==> src/rtl/rth_pkg.sv <==
// Package for the 8-bit integer RGB to HSV converter.
// Word types, hue sector codes, constants and the one-bit divider step.
// Depends on nothing; used by every module under rtl.
`default_nettype none

package rth_pkg;

  // Number of divider cells: one quotient bit per cell, 8-bit quotients
  localparam int RthSteps = 8;

  // Scale and sector constants
  localparam logic [15:0] RthSatScale = 16'd255;
  localparam logic [15:0] RthHueScale = 16'd60;
  localparam logic [8:0]  RthHueGreen = 9'd120;
  localparam logic [8:0]  RthHueBlue  = 9'd240;
  localparam logic [8:0]  RthHueWrap  = 9'd360;

  // Input word
  typedef struct packed {
    logic [7:0] red_in;
    logic [7:0] green_in;
    logic [7:0] blue_in;
  } rth_in_t;

  // Output word
  typedef struct packed {
    logic [8:0] hue_out;
    logic [7:0] sat_out;
    logic [7:0] val_out;
  } rth_out_t;

  // Which channel is largest (red wins ties over green, green over blue)
  typedef enum logic [1:0] {
    RthSecRed,
    RthSecGreen,
    RthSecBlue
  } rth_sector_e;

  // One restoring-division lane: partial remainder, dividend bits still to
  // shift in, divisor and quotient bits gathered so far
  typedef struct packed {
    logic [7:0] rem;
    logic [7:0] low;
    logic [7:0] dvs;
    logic [7:0] quo;
  } rth_lane_t;

  // Everything that travels down the cell chain
  typedef struct packed {
    rth_lane_t   sat;
    rth_lane_t   hue;
    logic        neg;
    rth_sector_e sector;
    logic        grey;
    logic [7:0]  val;
  } rth_work_t;

  // One quotient bit: shift in the next dividend bit, subtract if it fits.
  // The remainder stays below the divisor, so 8 bits hold it.
  function automatic rth_lane_t rth_div_step(input rth_lane_t lane);
    rth_lane_t  res;
    logic [8:0] trial;
    logic [8:0] diff;
    logic       fits;
    trial = {lane.rem, lane.low[7]};
    diff  = trial - {1'b0, lane.dvs};
    fits  = (trial >= {1'b0, lane.dvs});
    res.rem = fits ? diff[7:0] : trial[7:0];
    res.low = {lane.low[6:0], 1'b0};
    res.dvs = lane.dvs;
    res.quo = {lane.quo[6:0], fits};
    return res;
  endfunction

endpackage

`default_nettype wire

==> src/rtl/rth_front.sv <==
// Front stage of the RGB to HSV converter: max, min, delta, sector and
// the dividends for both divider lanes. Depends on rth_pkg.
`default_nettype none

module rth_front import rth_pkg::*; (
  input  wire logic      clk_i,
  input  wire logic      rst_ni,
  input  wire logic      valid_i,
  output logic           ready_o,
  input  wire rth_in_t   word_i,
  output logic           valid_o,
  input  wire logic      ready_i,
  output rth_work_t      work_o
);

  logic        valid_q;
  rth_work_t   work_q;
  rth_work_t   work_d;

  logic        red_top;
  logic        green_top;
  logic [7:0]  max_ch;
  logic [7:0]  min_ch;
  logic [7:0]  delta;
  logic [7:0]  pos_ch;
  logic [7:0]  sub_ch;
  logic [7:0]  abs_diff;
  logic [15:0] sat_num;
  logic [15:0] hue_num;

  // Largest channel with red, then green, winning ties
  always_comb begin
    red_top   = (word_i.red_in >= word_i.green_in) && (word_i.red_in >= word_i.blue_in);
    green_top = !red_top && (word_i.green_in >= word_i.blue_in);
    if (red_top) begin
      max_ch = word_i.red_in;
      pos_ch = word_i.green_in;
      sub_ch = word_i.blue_in;
    end else if (green_top) begin
      max_ch = word_i.green_in;
      pos_ch = word_i.blue_in;
      sub_ch = word_i.red_in;
    end else begin
      max_ch = word_i.blue_in;
      pos_ch = word_i.red_in;
      sub_ch = word_i.green_in;
    end
    min_ch = word_i.red_in;
    if (word_i.green_in < min_ch) min_ch = word_i.green_in;
    if (word_i.blue_in < min_ch)  min_ch = word_i.blue_in;
  end

  // Delta, magnitude of the hue difference and the two dividends
  always_comb begin
    delta    = max_ch - min_ch;
    abs_diff = (pos_ch >= sub_ch) ? (pos_ch - sub_ch) : (sub_ch - pos_ch);
    sat_num  = 16'(delta) * RthSatScale;
    hue_num  = 16'(abs_diff) * RthHueScale;
  end

  // Both quotients stay below 256, so the top dividend byte starts as
  // the partial remainder
  always_comb begin
    work_d.sat.rem = sat_num[15:8];
    work_d.sat.low = sat_num[7:0];
    work_d.sat.dvs = max_ch;
    work_d.sat.quo = '0;
    work_d.hue.rem = hue_num[15:8];
    work_d.hue.low = hue_num[7:0];
    work_d.hue.dvs = delta;
    work_d.hue.quo = '0;
    work_d.neg     = (pos_ch < sub_ch);
    work_d.sector  = red_top ? RthSecRed : (green_top ? RthSecGreen : RthSecBlue);
    work_d.grey    = (delta == 8'd0);
    work_d.val     = max_ch;
  end

  // Stage register; takes a word whenever it is empty or draining
  assign ready_o = !valid_q || ready_i;

  always_ff @(posedge clk_i or negedge rst_ni) begin
    if (!rst_ni) begin
      valid_q <= 1'b0;
    end else if (ready_o) begin
      valid_q <= valid_i;
    end
  end

  always_ff @(posedge clk_i) begin
    if (ready_o && valid_i) begin
      work_q <= work_d;
    end
  end

  assign valid_o = valid_q;
  assign work_o  = work_q;

endmodule

`default_nettype wire

==> src/rtl/rth_div_cell.sv <==
// One cell of the divider chain: a quotient bit for the saturation lane
// and one for the hue lane, then hands the word on. Depends on rth_pkg.
`default_nettype none

module rth_div_cell import rth_pkg::*; (
  input  wire logic      clk_i,
  input  wire logic      rst_ni,
  input  wire logic      valid_i,
  output logic           ready_o,
  input  wire rth_work_t work_i,
  output logic           valid_o,
  input  wire logic      ready_i,
  output rth_work_t      work_o
);

  logic      valid_q;
  rth_work_t work_q;
  rth_work_t work_d;

  // One restoring step on each lane, side data passes through
  always_comb begin
    work_d     = work_i;
    work_d.sat = rth_div_step(work_i.sat);
    work_d.hue = rth_div_step(work_i.hue);
  end

  assign ready_o = !valid_q || ready_i;

  always_ff @(posedge clk_i or negedge rst_ni) begin
    if (!rst_ni) begin
      valid_q <= 1'b0;
    end else if (ready_o) begin
      valid_q <= valid_i;
    end
  end

  always_ff @(posedge clk_i) begin
    if (ready_o && valid_i) begin
      work_q <= work_d;
    end
  end

  assign valid_o = valid_q;
  assign work_o  = work_q;

endmodule

`default_nettype wire

==> src/rtl/rth_back.sv <==
// Back stage of the RGB to HSV converter: sector base plus signed hue
// offset, grey handling, output register. Depends on rth_pkg.
`default_nettype none

module rth_back import rth_pkg::*; (
  input  wire logic      clk_i,
  input  wire logic      rst_ni,
  input  wire logic      valid_i,
  output logic           ready_o,
  input  wire rth_work_t work_i,
  output logic           valid_o,
  input  wire logic      ready_i,
  output rth_out_t       word_o
);

  logic       valid_q;
  rth_out_t   word_q;
  rth_out_t   word_d;
  logic [8:0] offs;
  logic       neg;

  // Offset is at most 60; a zero offset is never negative
  always_comb begin
    offs = {1'b0, work_i.hue.quo};
    neg  = work_i.neg && (work_i.hue.quo != 8'd0);
    word_d.val_out = work_i.val;
    word_d.sat_out = work_i.sat.quo;
    unique case (work_i.sector)
      RthSecRed:   word_d.hue_out = neg ? (RthHueWrap - offs) : offs;
      RthSecGreen: word_d.hue_out = neg ? (RthHueGreen - offs) : (RthHueGreen + offs);
      RthSecBlue:  word_d.hue_out = neg ? (RthHueBlue - offs) : (RthHueBlue + offs);
      default:     word_d.hue_out = '0;
    endcase
    if (work_i.grey) begin
      word_d.hue_out = '0;
      word_d.sat_out = '0;
    end
  end

  // Output register
  assign ready_o = !valid_q || ready_i;

  always_ff @(posedge clk_i or negedge rst_ni) begin
    if (!rst_ni) begin
      valid_q <= 1'b0;
    end else if (ready_o) begin
      valid_q <= valid_i;
    end
  end

  always_ff @(posedge clk_i) begin
    if (ready_o && valid_i) begin
      word_q <= word_d;
    end
  end

  assign valid_o = valid_q;
  assign word_o  = word_q;

endmodule

`default_nettype wire

==> src/rtl/rgb_to_hsv_integer.sv <==
// RGB to HSV converter, 8-bit integer channels in, hue 0..359 out.
// An accepted input word passes through the front stage, then 8 divider
// cells at one quotient bit each, then the output stage.
// Throughput: one word per cycle while out_stall_i is low; every stage refills while it drains.
// Reset: rst_ni clears all stage valid bits at once; no clearing pass.
// Depends on rth_pkg, rth_front, rth_div_cell and rth_back.
`default_nettype none

module rgb_to_hsv_integer import rth_pkg::*; (
  input  wire logic    clk_i,
  input  wire logic    rst_ni,
  input  wire logic    in_valid_i,
  output logic         in_stall_o,
  input  wire rth_in_t in_data_i,
  output logic         out_valid_o,
  input  wire logic    out_stall_i,
  output rth_out_t     out_data_o
);

  logic [RthSteps:0] chain_valid;
  logic [RthSteps:0] chain_ready;
  rth_work_t         chain_work [RthSteps+1];
  logic              front_ready;

  // Front stage
  rth_front u_front (
    .clk_i   (clk_i),
    .rst_ni  (rst_ni),
    .valid_i (in_valid_i),
    .ready_o (front_ready),
    .word_i  (in_data_i),
    .valid_o (chain_valid[0]),
    .ready_i (chain_ready[0]),
    .work_o  (chain_work[0])
  );

  assign in_stall_o = !front_ready;

  // Divider chain
  for (genvar k = 0; k < RthSteps; k++) begin : g_cell
    rth_div_cell u_cell (
      .clk_i   (clk_i),
      .rst_ni  (rst_ni),
      .valid_i (chain_valid[k]),
      .ready_o (chain_ready[k]),
      .work_i  (chain_work[k]),
      .valid_o (chain_valid[k+1]),
      .ready_i (chain_ready[k+1]),
      .work_o  (chain_work[k+1])
    );
  end

  // Output stage
  rth_back u_back (
    .clk_i   (clk_i),
    .rst_ni  (rst_ni),
    .valid_i (chain_valid[RthSteps]),
    .ready_o (chain_ready[RthSteps]),
    .work_i  (chain_work[RthSteps]),
    .valid_o (out_valid_o),
    .ready_i (!out_stall_i),
    .word_o  (out_data_o)
  );

  // Hue never wraps to 360 or beyond
  a_hue_range: assert property (@(posedge clk_i) disable iff (!rst_ni)
    out_valid_o |-> (out_data_o.hue_out < RthHueWrap))
    else $error("hue out of range");

  // Zero saturation only for a grey pixel, which has zero hue
  a_grey_hue: assert property (@(posedge clk_i) disable iff (!rst_ni)
    (out_valid_o && (out_data_o.sat_out == 8'd0)) |-> (out_data_o.hue_out == 9'd0))
    else $error("nonzero hue with zero saturation");

  // An accepted word is held in the front stage next cycle
  a_front_load: assert property (@(posedge clk_i) disable iff (!rst_ni)
    (in_valid_i && !in_stall_o) |=> chain_valid[0])
    else $error("accepted word lost at front stage");

  // A free-running output never backs up the chain
  a_no_stall: assert property (@(posedge clk_i) disable iff (!rst_ni)
    !out_stall_i |-> !in_stall_o)
    else $error("input stalled while output drains");

endmodule

`default_nettype wire

==> config.mk <==
export PLATFORM = sky130hd
export DESIGN_NAME = rgb_to_hsv_integer
export DESIGN_NICKNAME = d
export VERILOG_FILES = /design/src/rtl/rth_pkg.sv /design/src/rtl/rth_front.sv /design/src/rtl/rth_div_cell.sv /design/src/rtl/rth_back.sv /design/src/rtl/rgb_to_hsv_integer.sv
export SDC_FILE = /design/constraint.sdc
export NUM_CORES = 1
export LEC_CHECK = 0
export BUFFER_PORTS_ARGS = -buffer_cell sky130_fd_sc_hd__buf_2
export CAP_MARGIN = 20
export CORE_UTILIZATION = 41
export DETAILED_ROUTE_END_ITERATION = 10
export PLACE_DENSITY = 0.61
export SLEW_MARGIN = 10
export SYNTH_ARGS = -nofsm -noshare
export SYNTH_HDL_FRONTEND = slang
export SYNTH_SLANG_ARGS = --single-unit
==> constraint.sdc <==
create_clock -name clk_i -period 7.6 [get_ports clk_i]
set_input_delay 1.14 -clock clk_i [delete_from_list [all_inputs] [get_ports clk_i]]
set_output_delay 1.14 -clock clk_i [all_outputs]
set_load 0.1 [all_outputs]
# [Word-level counts from Yosys, hierarchy flattened]
# Cells that the tools add are included.
[classes] n_lt_le_gt_ge=23 addsub=22 div=0 n_mux=28 shift=0 multipliers=2 reduce_logical=39 bitwise=0 n_eq_ne=2
[op_table] cell="$mux 8" count=22
[op_table] cell="$ge 9x8->1" count=15
[op_table] cell="$sub 8x8->8" count=16
[op_table] cell="$ge 8x8->1" count=4
[op_table] cell="$mux 9" count=3
[op_table] cell="$pmux 9 s3" count=1
[op_table] cell="$lt 8x8->1" count=3
[op_table] cell="$mul 8x8->16 const B" count=1
[op_table] cell="$logic_and 1x1->1" count=13
[op_table] cell="$logic_not 1->1" count=13
[op_table] cell="$mul 8x4->12 const B" count=1
[op_table] cell="$logic_or 1x1->1" count=10
[op_table] cell="$add 7x8->9 const A" count=1
[op_table] cell="$add 8x8->9 const A" count=1
[op_table] cell="$sub 7x8->9 const A" count=1
[op_table] cell="$sub 8x8->9 const A" count=1
[op_table] cell="$sub 9x8->9 const A" count=1
[op_table] cell="$ge 7x8->1" count=1
[op_table] cell="$logic_not 8->1" count=1
[op_table] cell="$reduce_bool 8->1" count=1
[op_table] cell="$sub 7x8->8" count=1
[op_table] cell="$mux 7" count=1
[op_table] cell="$eq 2x1->1 const B" count=1
[op_table] cell="$eq 2x2->1 const B" count=1
[op_table] cell="2 further kinds" count=2
[word_totals] mem_bits_rw=0 latch_bits=0 ff_bits=462 elab_cells=221 romBits=0 memories=0 output_inout_bits=27

# [Longest topological paths before layout]
[logic_depth] depth_word=12 mapped_depth=38 depth_no_buf=37

# [Cells and area by module]
# Synthesis repeated with hierarchy kept, for this count alone.
[unflattened] cells_unflattened=2516 area_unflattened_um2=34120.2
[modules_own_cells] mod="rth_div_cell at g_cell[0].u_cell ..." area_per_inst_um2=3255.6 cells_each=210 seq_area_each_um2=2247.2 instances=6
[modules_own_cells] mod="rth_div_cell at g_cell[3].u_cell ..." area_per_inst_um2=3290.7 cells_each=215 seq_area_each_um2=2247.2 instances=2
[modules_own_cells] mod="rth_front" area_per_inst_um2=6289.8 cells_each=656 seq_area_each_um2=1436.4 instances=1
[modules_own_cells] mod="rth_back" area_per_inst_um2=1707.9 cells_each=168 seq_area_each_um2=775.7 instances=1
[modules_own_cells] mod="rgb_to_hsv_integer" area_per_inst_um2=7.5 cells_each=2 seq_area_each_um2=0.0 instances=1

# [Worst setup path before layout]
# No wires, ideal clock.
[synth_path] path_type="in2reg" from="in in_data_i[23] (netlist name)" to="reg u_front.work_q (netlist bit u_front.work_o[74]) (data pin)" setup_time_ps=257 slack_ps=-1314 stages=36 t_arrival_ps=8657 t_required_ps=7343 cell_sequence="inv_1 > ha_1 > a21oi_1 > o21ai_0 > nor2_1 > buf_2 > mux2i_1 > ha_1 > a21o_1 > a21o_1 > a21o_1 > a311oi_1 > o21ba_2 > nand2_1 > o21ai_0 > ha_1 > fa_1 > nor2b_1 > o21ai_0 > a21boi_1 > nor2_1 > o311ai_2 > xnor2_1 > inv_1 > ha_1 > fa_1 > inv_1 > fa_1 > fa_1 > inv_1 > ha_1 > and3_1 > o311a_1 > or3_1 > o311a_1 > xor2_1"
[synth_between] elab_chain_len=8
[synth_lines] item="start, declared" line="rgb_to_hsv_integer.sv:14" rtl="input wire rth_in_t in_data_i,"
[synth_lines] item="branches (longest 6 deep; another with $lt 8x8->1)"
[synth_lines] item="$sub 8x8->8 *" line="rth_front.sv:55" rtl="delta = max_ch - min_ch;"
[synth_lines] item="named net u_front.delta[6]" line="rth_front.sv:24" rtl="logic [7:0] delta;"
[synth_lines] item="$mul 8x8->16 *" line="rth_front.sv:57" rtl="sat_num = 16'(delta) * RthSatScale;"
[synth_lines] item="named net u_front.sat_num[14]" line="rth_front.sv:28" rtl="logic [15:0] sat_num;"
[synth_lines] item="end signal, assigned" line="rth_front.sv:91" rtl="work_q <= work_d;"
[synth_lines] item="end, declared" line="rth_front.sv:17" rtl="rth_work_t work_q;"
# Mark *: on every way through the listed nets, which the timed path passes.
# A chain may end at the register's enable or synchronous reset.

# [Final worst setup path]
[layout_path] from="in in_data_i[17] (netlist name)" to="reg u_front.work_q (netlist bit u_front.work_o[74]) (data pin)"
# Same word-level chain as after synthesis.

==> results.sh <==
export IMPL_status="complete, but fails checks"
export IMPL_violations="setup timing"
export IMPL_start_kind="primary input"
export IMPL_setup_viol=5
export IMPL_tritoncts="done"
export IMPL_finClkSkew_ns=0.01991
export IMPL_async_flop_share_pct=2.203
export IMPL_yosysTopAreaCell="edfxtp_1"
export IMPL_cts_buffers=46
export IMPL_track_usage_pct=14.51
export IMPL_period_share_pct=104.3
export IMPL_via_count=15737
export IMPL_drc=0
export IMPL_dp_hpwl_mm=34.58
export IMPL_synth_area_um2=25440
export IMPL_path_buf_inv=7
export IMPL_drt_wl_total_mm=44.86
export IMPL_critical_path_max_fanout=6
export IMPL_synth_top_cell_area_share_pct=52.40
export IMPL_drv_slew=0
export IMPL_syn2layout_area_growth_pct=20.06
export IMPL_grt_pass1_wl_mm=76.57
export IMPL_die_x_um=251.1
export IMPL_worstMarginPinSlew_ns=0.6836
export IMPL_die_h_um=251.1
export IMPL_drtIter0Drc=560
export IMPL_io_buffers=54
export IMPL_netlist_top_cells_area="edfxtp_1, ha_1, inv_1"
export IMPL_dr_pass1_iters=6
export IMPL_ys_seq_area_share_pct=53.39
export IMPL_post_route_util_pct=50.23
export IMPL_max_stage_delay_ns=0.56
export IMPL_grt_max_degree=51
export IMPL_clk_pin_slew_ns=0.06
export IMPL_start_util_pct=41.84
export IMPL_ys_flop_type="edfxtp_1"
export IMPL_core_area_um2=60810
export IMPL_hold_buffers=0
export IMPL_clock_root_buffer="clkbuf_16"
export IMPL_drive_gt1_share_pct=22.73
export IMPL_cts_htree_levels=2
export IMPL_cp_common_cell="inv_2"
export IMPL_overflow=0
export IMPL_rsz0062_at_grt="yes"
export IMPL_synthCells=2073
export IMPL_syn_area_per_cell_um2=12.27
export IMPL_syn_nets=2402
export IMPL_io_pins=55
export IMPL_via_per_inst=4.915
export IMPL_slew_headroom_pct=54.08
export IMPL_yosysUniqueCellTypes=69
export IMPL_cp_end_kind="flip-flop"
export IMPL_clock_sinks=454
export IMPL_num_antenna_cells=0
export IMPL_cts_buffer_depth=3
export IMPL_crit_path_top_delay_cell="or4_4"
export IMPL_wl_per_cell_um=14.01
export IMPL_path_class="in -> reg"
export IMPL_ant_nets=0
export IMPL_fp_dieArea_um2=63050
export IMPL_hold_class="reg -> reg"
export IMPL_row_count=90
export IMPL_antenna_found_initial=3
export IMPL_drv_cap=0
export IMPL_setup_slack_ns=-0.3291
export IMPL_hold_violations=0
export IMPL_worst_path_dominant_cell_family="adder cells"
export IMPL_arrival_ns=8.23
export IMPL_post_route_min_period_ns=7.929
export IMPL_fmax_mhz=126.1
export IMPL_synth_seq_cells=454
export IMPL_setup_tns_ns=-1.011
export IMPL_nets=2712
export IMPL_synth_edff_count=444
export IMPL_ys_warnings_count=0
export IMPL_gp_congestion=0.8586
export IMPL_cp_required_ns=7.90
export IMPL_grt_pass1_vias=16481
export IMPL_clk_latency_ns=0.56
-- worst reg2reg max path, cell delays in order, from the launching register on --
cell,delay (ns)
edfxtp_1,0.39
inv_1,0.06
ha_1,0.29
nor2b_1,0.12
o21ai_0,0.10
a21boi_0,0.26
o21ai_0,0.17
a21boi_0,0.31
o21ai_0,0.23
a22oi_2,0.49
mux2_2,0.41
-- cell usage in the layout, fill, tap and decap left out, types with 46 or more instances in the layout --
cell type and instances:
a21oi_1 93, fa_1 49, buf_4 219, a21o_1 54, o21ai_0 89, nand2_1 77, xnor2_1 53, ha_1 234
nor2_1 169, edfxtp_1 444, mux2_2 75, inv_1 279, clkbuf_16 46
-- kinds of logic (layout without fill, tap and decap cells) --
group | after synthesis | count (layout) | share of synthesized area, %
compound gates | 380 | 380 | 9.801
xor+xnor | 89 | 89 | 3.118
fa+ha+maj | 301 | 301 | 16.28
buf+inv | 317 | 664 | 4.692
flops | 454 | 454 | 53.39
mux | 122 | 122 | 5.169
simple gates | 410 | 410 | 7.554
-- worst paths after layout --
path / startpoint / end / slack (ns) / cells after the start
max: in_data_i[17] / u_front.work_o[74]$_DFFE_PP_ / -0.33 / 37
min in group asynchronous: rst_ni / g_cell[7].u_cell.valid_o$_DFFE_PN0P_ / 0.43 / 1
min reg2reg: g_cell[2].u_cell.work_o[65]$_DFFE_PP_ / g_cell[3].u_cell.work_o[66]$_DFFE_PP_ / 0.40 / 0
min: g_cell[2].u_cell.work_o[65]$_DFFE_PP_ / g_cell[3].u_cell.work_o[66]$_DFFE_PP_ / 0.40 / 0
max reg2reg: g_cell[3].u_cell.work_o[21]$_DFFE_PP_ / g_cell[4].u_cell.work_o[38]$_DFFE_PP_ / 4.51 / 10
max in group asynchronous: rst_ni / g_cell[2].u_cell.valid_o$_DFFE_PN0P_ / 6.97 / 1
-- final cells by class --
type | count | area, um^2
Inverter | 295 | 1132
Clock buffer | 56 | 1189
Sequential cell | 454 | 13580
Timing Repair Buffer | 284 | 2165
Clock inverter | 29 | 264.0
Multi-Input combinational cell | 1302 | 11240
Tap cell | 782 | 978.4
Fill cell | 5263 | 30260
-- per-stage QoR --
step / worst slack [ns] / area, um^2 / instances / hold WS (ns)
floorplan: -0.7685 / 25670 / 2073 / 0.4003
detailed placement: -1.234 / 28360 / 3084 / 0.4045
CTS: -0.1866 / 30230 / 3187 / 0.3996
global placement: -0.9727 / 28360 / 3084 / 0.4006
finish: -0.3291 / 30550 / 3202 / 0.4019
global route: -0.5097 / 30550 / 3202 / 0.4094
-- registers in the layout (all words and copies together), names as in the netlist --
name	cells
g_cell.u_cell.valid_o	8
u_front.work_o	47
u_back.word_o	25
g_cell.u_cell.work_o	372
u_front.valid_o	1
u_back.valid_o	1
-- repair_timing --
item                                    in CTS  in global routing
setup buffers                               18                 11
endpoints found under the setup margin       8                 12
pin swaps                                   37                 23
hold endpoints to repair                     0                  0
gates resized for setup                     60                 41
-- layer usage --
metal / share of wire, % / global-route usage [%] / vias up
met5: 0.076 / 0 / -
li1: - / - / 8005
met2: 53 / 27.72 / 169
met3: 3.0 / 2.205 / 77
met4: 2.2 / 4.111 / 6
met1: 42 / 16.57 / 7480
-- cells in the mapped netlist, types with 12 or more instances --
library cell and number:
edfxtp_1 444, inv_1 295, ha_1 251, nor2_1 175
a21oi_1 103, o21ai_0 96, nand2_1 77, mux2_2 75
xnor2_1 59, a21o_1 54, fa_1 50, nor2b_1 49
mux2i_1 47, a21boi_0 35, nand4_1 31, nand2b_1 29
xor2_1 29, clkbuf_1 18, a311oi_1 14, o21a_1 14
a22oi_2 12, nand3_1 12
Power is not shown: default switching activity piles up to over one toggle a cycle in this logic, so the estimate is an artifact.
